## src/sv/gara_pkg.sv

```systemverilog
// ----------------------------------------------------------------------------
// gara_pkg
// shared types and constants of the grid atlas rectangle allocator
// ----------------------------------------------------------------------------
`default_nettype none

package gara_pkg;

   localparam int GRID_SIDE_DEF    = 64;
   localparam int MAX_ATLAS_PX_DEF = 4096;
   localparam int MIN_POWER_DEF    = 16;

   localparam int CELL_PX_W   = 11;
   localparam int CELL_PX_MAX = 1024;
   localparam int CELL_PX_RST = 32;
   localparam int RECT_W      = 13;
   localparam int CSR_IDX_W   = 2;

   localparam logic [CSR_IDX_W-1:0] CSR_CELL_W = 2'd0;
   localparam logic [CSR_IDX_W-1:0] CSR_CELL_H = 2'd1;

   localparam logic REQ_ADD   = 1'b0;
   localparam logic REQ_CLEAR = 1'b1;

   localparam logic [1:0] ST_PLACED  = 2'd0;
   localparam logic [1:0] ST_GROWN   = 2'd1;
   localparam logic [1:0] ST_CLEARED = 2'd2;
   localparam logic [1:0] ST_NOFIT   = 2'd3;

   typedef enum logic [4:0] {
      S_IDLE,
      S_POW,
      S_COLS_GO,
      S_COLS_WT,
      S_ROWS_GO,
      S_ROWS_WT,
      S_CLR,
      S_WDIV_GO,
      S_WDIV_WT,
      S_HDIV_GO,
      S_HDIV_WT,
      S_SC_ROW,
      S_SC_RD,
      S_SC_CK,
      S_MARK,
      S_POS,
      S_RESP
   } state_type;

endpackage

`default_nettype wire

```

## src/sv/gara_divider.sv

```systemverilog
// ----------------------------------------------------------------------------
// gara_divider
// restoring divider, one quotient bit per cycle
// ----------------------------------------------------------------------------
`default_nettype none

module gara_divider #(
   parameter int DVW = 14
) (
   input  wire logic                          clock,
   input  wire logic                          reset,
   input  wire logic                          start,
   input  wire logic [DVW-1:0]                dividend,
   input  wire logic [gara_pkg::CELL_PX_W-1:0] divisor,
   output logic                               busy,
   output logic [DVW-1:0]                     quotient
);
   import gara_pkg::*;

   localparam int CNW = $clog2(DVW + 1);

   logic [CELL_PX_W-1:0] rem_ff, rem_in, dvs_ff;
   logic [DVW-1:0]       quo_ff, quo_in;
   logic [CNW-1:0]       cnt_ff, cnt_in;
   logic                 busy_ff, busy_in;
   logic [CELL_PX_W:0]   rem_sh;

   always_comb begin
      rem_sh  = {rem_ff, quo_ff[DVW-1]};
      rem_in  = rem_ff;
      quo_in  = quo_ff;
      cnt_in  = cnt_ff;
      busy_in = busy_ff;
      if (start) begin
         rem_in  = '0;
         quo_in  = dividend;
         cnt_in  = CNW'(DVW);
         busy_in = 1'b1;
      end else if (busy_ff) begin
         if (rem_sh >= {1'b0, dvs_ff}) begin
            rem_in = CELL_PX_W'(rem_sh - {1'b0, dvs_ff});
            quo_in = {quo_ff[DVW-2:0], 1'b1};
         end else begin
            rem_in = rem_sh[CELL_PX_W-1:0];
            quo_in = {quo_ff[DVW-2:0], 1'b0};
         end
         cnt_in = cnt_ff - 1'b1;
         if (cnt_ff == CNW'(1)) begin
            busy_in = 1'b0;
         end
      end
   end

   always_ff @(posedge clock) begin
      if (reset) begin
         busy_ff <= 1'b0;
         cnt_ff  <= '0;
      end else begin
         busy_ff <= busy_in;
         cnt_ff  <= cnt_in;
      end
      rem_ff <= rem_in;
      quo_ff <= quo_in;
      if (start) begin
         dvs_ff <= divisor;
      end
   end

   assign busy     = busy_ff;
   assign quotient = quo_ff;

endmodule

`default_nettype wire

```

## config.mk

```make
export PLATFORM = sky130hd
export DESIGN_NAME = gara_divider
export DESIGN_NICKNAME = d
export VERILOG_FILES = /design/src/sv/gara_pkg.sv /design/src/sv/gara_divider.sv
export SDC_FILE = /design/constraint.sdc
export NUM_CORES = 1
export LEC_CHECK = 0
export ABC_AREA = 1
export BUFFER_PORTS_ARGS = -buffer_cell sky130_fd_sc_hd__buf_2
export CAP_MARGIN = 20
export CORE_ASPECT_RATIO = 1.5
export CORE_UTILIZATION = 35
export DETAILED_ROUTE_END_ITERATION = 8
export PLACE_DENSITY = 0.59
export SLEW_MARGIN = 40
export SYNTH_ARGS = -nofsm -noshare
export SYNTH_HDL_FRONTEND = slang
export SYNTH_SLANG_ARGS = --single-unit
```

## constraint.sdc

```tcl
create_clock -name clock -period 2.2 [get_ports clock]
set_clock_uncertainty 0.15 [all_clocks]
set_input_delay 0.55 -clock clock [delete_from_list [all_inputs] [get_ports clock]]
set_output_delay 0.55 -clock clock [all_outputs]
set_load 0.005 [all_outputs]
```

=== Word-level counts from Yosys, hierarchy flattened ===
Cells that the tools add are included.

* Bits of input ports: 28
* Output and inout bits: 15
* Bits in registers: 41

* Reductions and logical operators: 2
* Mux-type cells: 9
* Add/sub/neg operators: 2
* Eq/ne operators: 1
* $lt $le $gt $ge: 1

{| class="wikitable"
|+ Operators by type and width
! cell !! count
|-
| 14-bit 2-to-1 mux || 2
|-
| 12-bit by 11-bit >= comparator with 1-bit output || 1
|-
| 11-bit 2-to-1 mux || 1
|-
| 11-bit subtractor || 1
|-
| 4-bit 2-to-1 mux || 2
|-
| 4-bit by 1-bit == test with 1-bit output (second input constant) || 1
|-
| 1-bit 2-to-1 mux || 4
|-
| 4-bit by 1-bit subtractor with 4-bit output (second input constant) || 1
|-
| 2-bit nonzero test || 1
|-
| 2-bit OR reduction || 1
|}

=== Logic depth before layout (Yosys ltp) ===
Gate-level depths: netlist of the first run.

* Depth in word-level cells: 4
* Mapped depth: 12
* Mapped depth without buffers: 12

=== Least setup slack after synthesis of the first run ===
Ideal clock, no wire load.

* Kind: register to register
* Start point: register quo_ff[13] (netlist: quotient[13])
* End point: register rem_ff[7]
* Slack: 0.240 ns
* Clock period less this slack: 1.960 ns
* Path buffers: 1
* Data arrival time: 1.697 ns
* Cell stages (with the launch flop): 13
* Path through: edfxtp_1 -> inv_1 -> ha_1 -> fa_1 -> inv_1 -> nand3_1 -> nand3_2 -> nand2_2 -> nand4_4 -> buf_12 -> nand3_2 -> nand3_1 -> nand2_1

* Longest elaborated chain between the ends: 2
* Elaborated cells between the ends (all ways): 3
* Classes of those cells: 1 x add/sub; 1 x order compare; 1 x mux

{| class="wikitable"
|+ RTL lines
! what !! RTL line !! RTL
|-
| start: declaration || gara_divider.sv:23 || <nowiki>logic [DVW-1:0] quo_ff, quo_in;</nowiki>
|-
| start signal: assignment || gara_divider.sv:63 || <nowiki>quo_ff <= quo_in;</nowiki>
|-
| 11-bit subtractor / 12-bit by 11-bit >= comparator with 1-bit output (equally long branches) || gara_divider.sv:41, gara_divider.sv:40 ||
|-
| 11-bit 2-to-1 mux (*) || gara_divider.sv:40 || <nowiki>if (rem_sh >= {1'b0, dvs_ff}) begin</nowiki>
|-
| end signal: assignment || gara_divider.sv:62 || <nowiki>rem_ff <= rem_in;</nowiki>
|-
| end: declaration || gara_divider.sv:22 || <nowiki>logic [CELL_PX_W-1:0] rem_ff, rem_in, dvs_ff;</nowiki>
|}

Mark *: on every way between the ends. The rest lies on a longest branch, timed or not.
A chain may end at the register's enable or synchronous reset.

=== Worst setup path in the final report of the first run ===
* Start point: register quo_ff[13] (netlist: quotient[13])
* End point: register rem_ff[10]

Same word-level chain as after synthesis.

==> parameters.txt, run 1 <==
Parameter                              Value

Synth
  Most used DFF post-synth ... sky130_fd_sc_hd__edfxtp_1
  Number of distinct standard cells referenced by the synthesized netlist ... 32
  Post-synth EDFFs ... 25
  Average size of a mapped cell ... 7.89 µm²
  Sequential fraction of the synthesis area ... 43.1%
  Post-synthesis net count ... 357
  Flop and latch count out of synthesis ... 41
  Summed instance area of the synthesized netlist ... 2480 µm²
  Number of instances in the synthesized netlist ... 315
  Share of synthesized flip-flops with an asynchronous set or reset ... 0%
  Yosys synthesis warning count ... 0

Placement
  Area after detailed placement ... 2760 µm²
  Post-detail-place hpwl ... 4080 µm
  Setup WS pre-CTS ... 0.107 ns
  # placed instances ... 431
  Port bufs ... 42
  Final weighted congestion of routability-driven global placement ... 0.841

Routing
  First-pass DRT Iterations ... 6
  Via count ... 2144
  Total Wirelength ... 5480 µm
  Met3 wirelength from detailed routing ... 132 µm
  Routed wirelength normalized by instance count ... 12.4 µm
  Vias per cell ... 4.86
  Remaining antenna violation count ... 0
  DRC violations left ... 0
  Initial DRC count ... 72
  Routed metal-1 wire length ... 2330 µm
  Top metal layer carrying routed signals ... met4
  Length of routed met2 wiring ... 2920 µm

Critical path
  Arrival time of data at the critical path endpoint ... 2.11 ns
  Kind of cell with the highest combined delay on the critical path ... adder cells
  Kind of critical path ... flip-flop to flip-flop
  Number of buffers and inverters on the critical path ... 3
  Series of cell instances along the critical path ... inv_1, ha_1, fa_2, inv_1, nand3_1, nand3_2, nand2_2, buf_4, nand4_1, nand3_1, nand2_1
  CP Data Required Time ... 2.29 ns
  Highest cell delay on the worst timing path ... 0.35 ns
  Element type at the critical path end ... flip-flop
  Slowest stage cell on the critical path ... sky130_fd_sc_hd__fa_2
  Max FO, Critical Path ... 11
  CP Launch Type ... flip-flop

Clock network
  Level count of the clock H-tree ... 2
  Buffer cell driving the clock tree root ... sky130_fd_sc_hd__clkbuf_8
  Clock sinks ... 41
  TritonCTS buffer count ... 5
  Clk buf depth ... 2
  CTS tree ... built
  Hold_buf cts ... 0
  CTS clock-pin slew for the worst setup and hold paths ... 0.08 ns
  Source-to-sink clock delay at the later pin of the worst-skew pair ... 0.30 ns

STA
  Period Utilization, post-route ... 91.5%
  Maximum achievable frequency ... 0.497 GHz
  Pins Over Slew Limit ... 0
  Unrepaired setup endpoints after global routing ... yes
  Count of endpoints failing hold in the final timing report ... 0
  Post-route setup slack ... 0.187 ns
  Total setup violations reported at the end of the flow ... 0
  Post-layout min period ... 2.01 ns
  Max-Slew Margin vs Limit ... 63.9%
  Slew of the pin with the lowest slew margin ... 0.541 ns

Status
  Result of the run ... finished, final reports clean

Finish
  Number of non-filler instances in the completed layout ... 441
  Final Instance Area ... 2910 µm²
  Net count, final ... 404
  Layout overhead on the synthesized area ... 17.1%
  Share of post-route cells with drive strength above 1 ... 23.4%
  Number of filler cells placed in the layout ... 718
  Antenna fix cells ... 0

Hold path
  Kind of path behind the tightest hold check ... input pin to flip-flop

Global route
  Antenna violations before repair ... 0
  Residual overflow from global routing ... 0
  First-pass GRT wire length ... 9310 µm
  Pin count of the biggest net entering global routing ... 21
  All-Layer GR Usage ... 16.0%
  Via count of the first global-routing pass ... 2116

Die
  Horizontal die dimension ... 70.8 µm
  Starting Density ... 36.3%
  DIE AREA ... 7450 µm²
  Site row count ... 37
  Top-level I/O count ... 43
  Area of the core region ... 6850 µm²
  Vertical die dimension ... 105 µm

Power and ir drop
  Highest ir drop seen on vdd ... 0.000387 V
  Leak Pwr ... 1.50 nW
  PD cells ... 625 nW/µm²

Job
  Number of max-cap violations ... 0
[final cells by class]
| class | count | area (µm²) | share of cell area [%] |
|---|---|---|---|
| clock inverter | 1 | 30.0 | 1.03 |
| timing repair buffer | 48 | 255 | 8.77 |
| tap | 78 | 97.6 | 3.35 |
| sequential | 41 | 1070 | 36.8 |
| clock buffer | 7 | 86.3 | 2.97 |
| inverter | 51 | 191 | 6.58 |
| multi-input combinational | 215 | 1180 | 40.5 |
[registers in the layout, indices dropped and copies added (netlist names)]
name	count
cnt_ff	4
busy	1
quotient	14
dvs_ff	11
rem_ff	11
[where the power goes]
group	total [mW]	internal, mW	switching (mW)
sequential	0.904	0.877	0.0273
clock	0.642	0.370	0.272
combinational	0.272	0.111	0.161
[synth_stat cells, types with 2 or more instances]
cell type,n,area [µm²]
sky130_fd_sc_hd__a21oi_1,3,15.0
sky130_fd_sc_hd__buf_2,2,10.0
sky130_fd_sc_hd__buf_4,2,15.0
sky130_fd_sc_hd__clkbuf_1,3,11.3
sky130_fd_sc_hd__dfxtp_1,16,320
sky130_fd_sc_hd__edfxtp_1,25,751
sky130_fd_sc_hd__ha_1,13,163
sky130_fd_sc_hd__inv_1,49,184
sky130_fd_sc_hd__inv_2,2,7.51
sky130_fd_sc_hd__nand2_1,108,405
sky130_fd_sc_hd__nand2_2,13,81.3
sky130_fd_sc_hd__nand3_1,24,120
sky130_fd_sc_hd__nand3_2,6,60.1
sky130_fd_sc_hd__nand4_1,14,87.6
sky130_fd_sc_hd__nor2_1,15,56.3
sky130_fd_sc_hd__nor2_2,2,12.5
sky130_fd_sc_hd__xnor2_1,3,26.3
[through the flow]
step	utilization (%)	TNS, ns	hold WS [ns]	power (mW)
global route	42.5	-0.0106	0.264	1.91
detailed placement	40.3	0	0.315	1.19
finish	42.5	0	0.275	1.82
floorplan	-	0	0.290	1.09
CTS	42.0	0	0.269	1.83
global placement	40.3	0	0.299	1.19
[timing repair]
item,CTS,global route
buffers inserted,0,1
endpoints found under the setup margin,0,12
gates resized for setup,0,2
[final timing paths]
path                          startpoint                 endpoint  slack (ns)  cells after the start
setup / recovery  quotient[13]$_DFFE_PP_  rem_ff[10]$_SDFFE_PP0P_        0.19                     11
hold / removal                divisor[4]      dvs_ff[4]$_DFFE_PP_        0.27                      1
setup reg to reg  quotient[13]$_DFFE_PP_  rem_ff[10]$_SDFFE_PP0P_        0.19                     11
hold reg to reg   rem_ff[9]$_SDFFE_PP0P_   rem_ff[9]$_SDFFE_PP0P_        0.33                      2
[cells by family (layout without fill, tap and decap cells)]
group / count (synthesis) / in the layout / synth area share (%)
AND/OR/NAND/NOR: 188 / 189 / 35.5
buffers and inverters: 60 / 107 / 10.4
flip-flops: 41 / 41 / 43.1
adder cells (fa/ha/maj): 14 / 14 / 7.35
AO/OA/AOI/OAI: 8 / 8 / 2.22
XOR/XNOR: 4 / 4 / 1.41
[cells in the final DEF, fill, tap and decap left out, types with 2 or more instances in the layout]
master | synthesis | final
sky130_fd_sc_hd__nor2_2 | 2 | 2
sky130_fd_sc_hd__nand2_2 | 13 | 13
sky130_fd_sc_hd__nand4_4 | 1 | 2
sky130_fd_sc_hd__buf_4 | 2 | 6
sky130_fd_sc_hd__nand3_1 | 24 | 24
sky130_fd_sc_hd__nand2_1 | 108 | 108
sky130_fd_sc_hd__nand4_1 | 14 | 14
sky130_fd_sc_hd__edfxtp_1 | 25 | 25
sky130_fd_sc_hd__clkbuf_8 | 0 | 6
sky130_fd_sc_hd__xnor2_1 | 3 | 3
sky130_fd_sc_hd__nor2_1 | 15 | 15
sky130_fd_sc_hd__a21oi_1 | 3 | 3
sky130_fd_sc_hd__dfxtp_1 | 16 | 16
sky130_fd_sc_hd__ha_1 | 13 | 13
sky130_fd_sc_hd__inv_1 | 49 | 49
sky130_fd_sc_hd__inv_2 | 2 | 2
sky130_fd_sc_hd__buf_2 | 2 | 42
sky130_fd_sc_hd__nand3_2 | 6 | 6
[metal layers]
metal | global-route usage, % | vias up
met2 | 30.6 | 41
met1 | 17.2 | 995
met3 | 2.12 | 9
met4 | 6.14 | 0
li1 | - | 1099
met5 | 0 | -
Power figures use the tool's default switching activity.
==> run 2, diff against run 1 <==
ABC_CLOCK_PERIOD_IN_PS = 2200   (was default)
MAX_ROUTING_LAYER = met4   (was default)
==> run 2 against run 1 <==
Sequential cell count is the same. Via count fell by 0.47%. Non-clock buffer count did not move. Count of clock-buffer cells in the layout unchanged. Design area did not move. Critical path depth unchanged. Global-route usage increased by 0.45 points. Clock power about the same. Fmax about the same. First-iteration DRC count is 24% higher. Sequential share of layout area unchanged. Critical endpoint unchanged. Highest routed layer unchanged.
==> parameters.txt, run 2 (synthesis gave the netlist of run 1 again) <==
Parameter                              Value

STA
  Maximum achievable frequency ... 0.497 GHz (about the same)
  Total setup violations reported at the end of the flow ... 0 (unchanged)
  Post-route setup slack ... 0.187 ns (+0.000483 ns)
  Unrepaired setup endpoints after global routing ... yes
  Pins Over Slew Limit ... 0 (unchanged)
  Max-Slew Margin vs Limit ... 63.7% (-0.19 points)
  Final-layout setup total negative slack ... 0 ns (unchanged)
  Slew of the pin with the lowest slew margin ... 0.544 ns (+0.00287 ns)
  Post-layout min period ... 2.01 ns (-0.000483 ns)
  Count of endpoints failing hold in the final timing report ... 0 (unchanged)
  Period Utilization, post-route ... 91.5% (about the same)

Critical path
  Highest cell delay on the worst timing path ... 0.35 ns (about the same)
  Number of buffers and inverters on the critical path ... 3 (unchanged)
  Kind of critical path ... flip-flop to flip-flop
  Arrival time of data at the critical path endpoint ... 2.11 ns (about the same)
  Max FO, Critical Path ... 11 (unchanged)
  Kind of cell with the highest combined delay on the critical path ... adder cells
  Series of cell instances along the critical path ... inv_1, ha_1, fa_2, inv_1, nand3_1, nand3_2, nand2_2, buf_4, nand4_1, nand3_1, nand2_1
  CP Data Required Time ... 2.29 ns (about the same)
  Slowest stage cell on the critical path ... sky130_fd_sc_hd__fa_2
  Element type at the critical path end ... flip-flop
  CP Launch Type ... flip-flop

Die
  Site row count ... 37 (unchanged)
  Top-level I/O count ... 43 (unchanged)
  Horizontal die dimension ... 70.8 µm (unchanged)
  Area of the core region ... 6850 µm² (unchanged)
  Vertical die dimension ... 105 µm (unchanged)
  DIE AREA ... 7450 µm² (unchanged)
  Starting Density ... 36.3% (unchanged)

Clock network
  Buffer cell driving the clock tree root ... sky130_fd_sc_hd__clkbuf_8
  CTS tree ... built
  CTS clock-pin slew for the worst setup and hold paths ... 0.08 ns (about the same)
  Source-to-sink clock delay at the later pin of the worst-skew pair ... 0.29 ns (about the same)
  Clk buf depth ... 2 (unchanged)
  TritonCTS buffer count ... 5 (unchanged)
  Clock sinks ... 41 (unchanged)
  Level count of the clock H-tree ... 2 (unchanged)

Power and ir drop
  PD cells ... 624 nW/µm² (about the same)
  Highest ir drop seen on vdd ... 0.000387 V (about the same)
  Leak Pwr ... 1.50 nW (unchanged)

Routing
  Total Wirelength ... 5490 µm (+0.15%)
  Initial DRC count ... 89 (+24%)
  Met3 wirelength from detailed routing ... 133 µm (+0.76%)
  Vias per cell ... 4.84 (-0.47%)
  First-pass DRT Iterations ... 4 (-2)
  Routed wirelength normalized by instance count ... 12.5 µm (+0.15%)
  Via count ... 2134 (-0.47%)
  DRC violations left ... 0 (unchanged)
  Top metal layer carrying routed signals ... met4
  Length of routed met2 wiring ... 2920 µm (+0.24%)
  Routed metal-1 wire length ... 2330 µm (unchanged)
  Remaining antenna violation count ... 0 (unchanged)

Global route
  All-Layer GR Usage ... 16.4% (+0.45 points)
  Antenna violations before repair ... 0 (unchanged)
  First-pass GRT wire length ... 9290 µm (-0.15%)
  Pin count of the biggest net entering global routing ... 21 (unchanged)
  Via count of the first global-routing pass ... 2120 (+0.19%)
  Residual overflow from global routing ... 0 (unchanged)

Status
  Result of the run ... finished, final reports clean

Finish
  Number of filler cells placed in the layout ... 718 (unchanged)
  Net count, final ... 404 (unchanged)
  Antenna fix cells ... 0 (unchanged)
  Sequential cell area ... 1070 µm² (unchanged)
  Most common library cell in the layout ignoring fill and taps ... sky130_fd_sc_hd__nand2_1
  Final Instance Area ... 2910 µm² (unchanged)
  Area of the multi-input gates ... 1180 µm² (unchanged)
  Number of flip-flops in the largest register ... 14 (unchanged)
  Commonest non-fill, non-tap cells in the layout ... sky130_fd_sc_hd__nand2_1 (108), sky130_fd_sc_hd__inv_1 (49), sky130_fd_sc_hd__buf_2 (42)
  Layout overhead on the synthesized area ... 17.1% (unchanged)
  Share of post-route cells with drive strength above 1 ... 23.4% (unchanged)
  Number of non-filler instances in the completed layout ... 441 (unchanged)
  Final core utilization ... 42.5% (unchanged)

Job
  Number of max-cap violations ... 0 (unchanged)

Placement
  Final weighted congestion of routability-driven global placement ... 0.854 (+1.6%)
  Area after detailed placement ... 2760 µm² (unchanged)
  Port bufs ... 42 (unchanged)
  Post-detail-place hpwl ... 4080 µm (unchanged)
  # placed instances ... 431 (unchanged)
  Setup WS pre-CTS ... 0.107 ns (unchanged)

Hold path
  Kind of path behind the tightest hold check ... input pin to flip-flop
run 2: power by group:
part	internal, mW	switching (mW)
Clock	0.370	0.271
Combinational	0.111	0.161
Sequential	0.877	0.0274
Total	1.36	0.460
run 2: final timing paths:
kind                     startpoint                      end  slack (ns)  depth (start not counted)
max          quotient[13]$_DFFE_PP_  rem_ff[10]$_SDFFE_PP0P_        0.19                         11
min                      divisor[4]      dvs_ff[4]$_DFFE_PP_        0.27                          1
max reg2reg  quotient[13]$_DFFE_PP_  rem_ff[10]$_SDFFE_PP0P_        0.19                         11
min reg2reg  rem_ff[9]$_SDFFE_PP0P_   rem_ff[9]$_SDFFE_PP0P_        0.33                          2
run 2: cell type report:
type                            count  share of cell area [%]
Clock buffer                        7                    2.97
Sequential cell                    41                    36.8
Clock inverter                      1                    1.03
Timing Repair Buffer               48                    8.77
Inverter                           51                    6.58
Multi-Input combinational cell    215                    40.5
Tap cell                           78                    3.35
run 2: per-layer routing:
metal | global-route usage, % | up-vias
li1 | - | 1098
met1 | 17.3 | 984
met2 | 30.6 | 43
met3 | 2.03 | 9
met4 | 6.14 | 0
met5 | - | -
run 2: through the flow:
| stage | total power, mW | hold WS [ns] |
|---|---|---|
| global route | 1.91 | 0.264 |
| finish | 1.82 | 0.275 |
| CTS | 1.83 | 0.269 |
| floorplan | 1.09 | 0.290 |
| global placement | 1.19 | 0.299 |
| detailed placement | 1.19 | 0.315 |
run 2: repair_timing:
item                                    in CTS  in global routing
buffers inserted                             0                  1
resized for setup                            0                  2
hold buffers                                 0                  0
endpoints found under the setup margin       0                 12
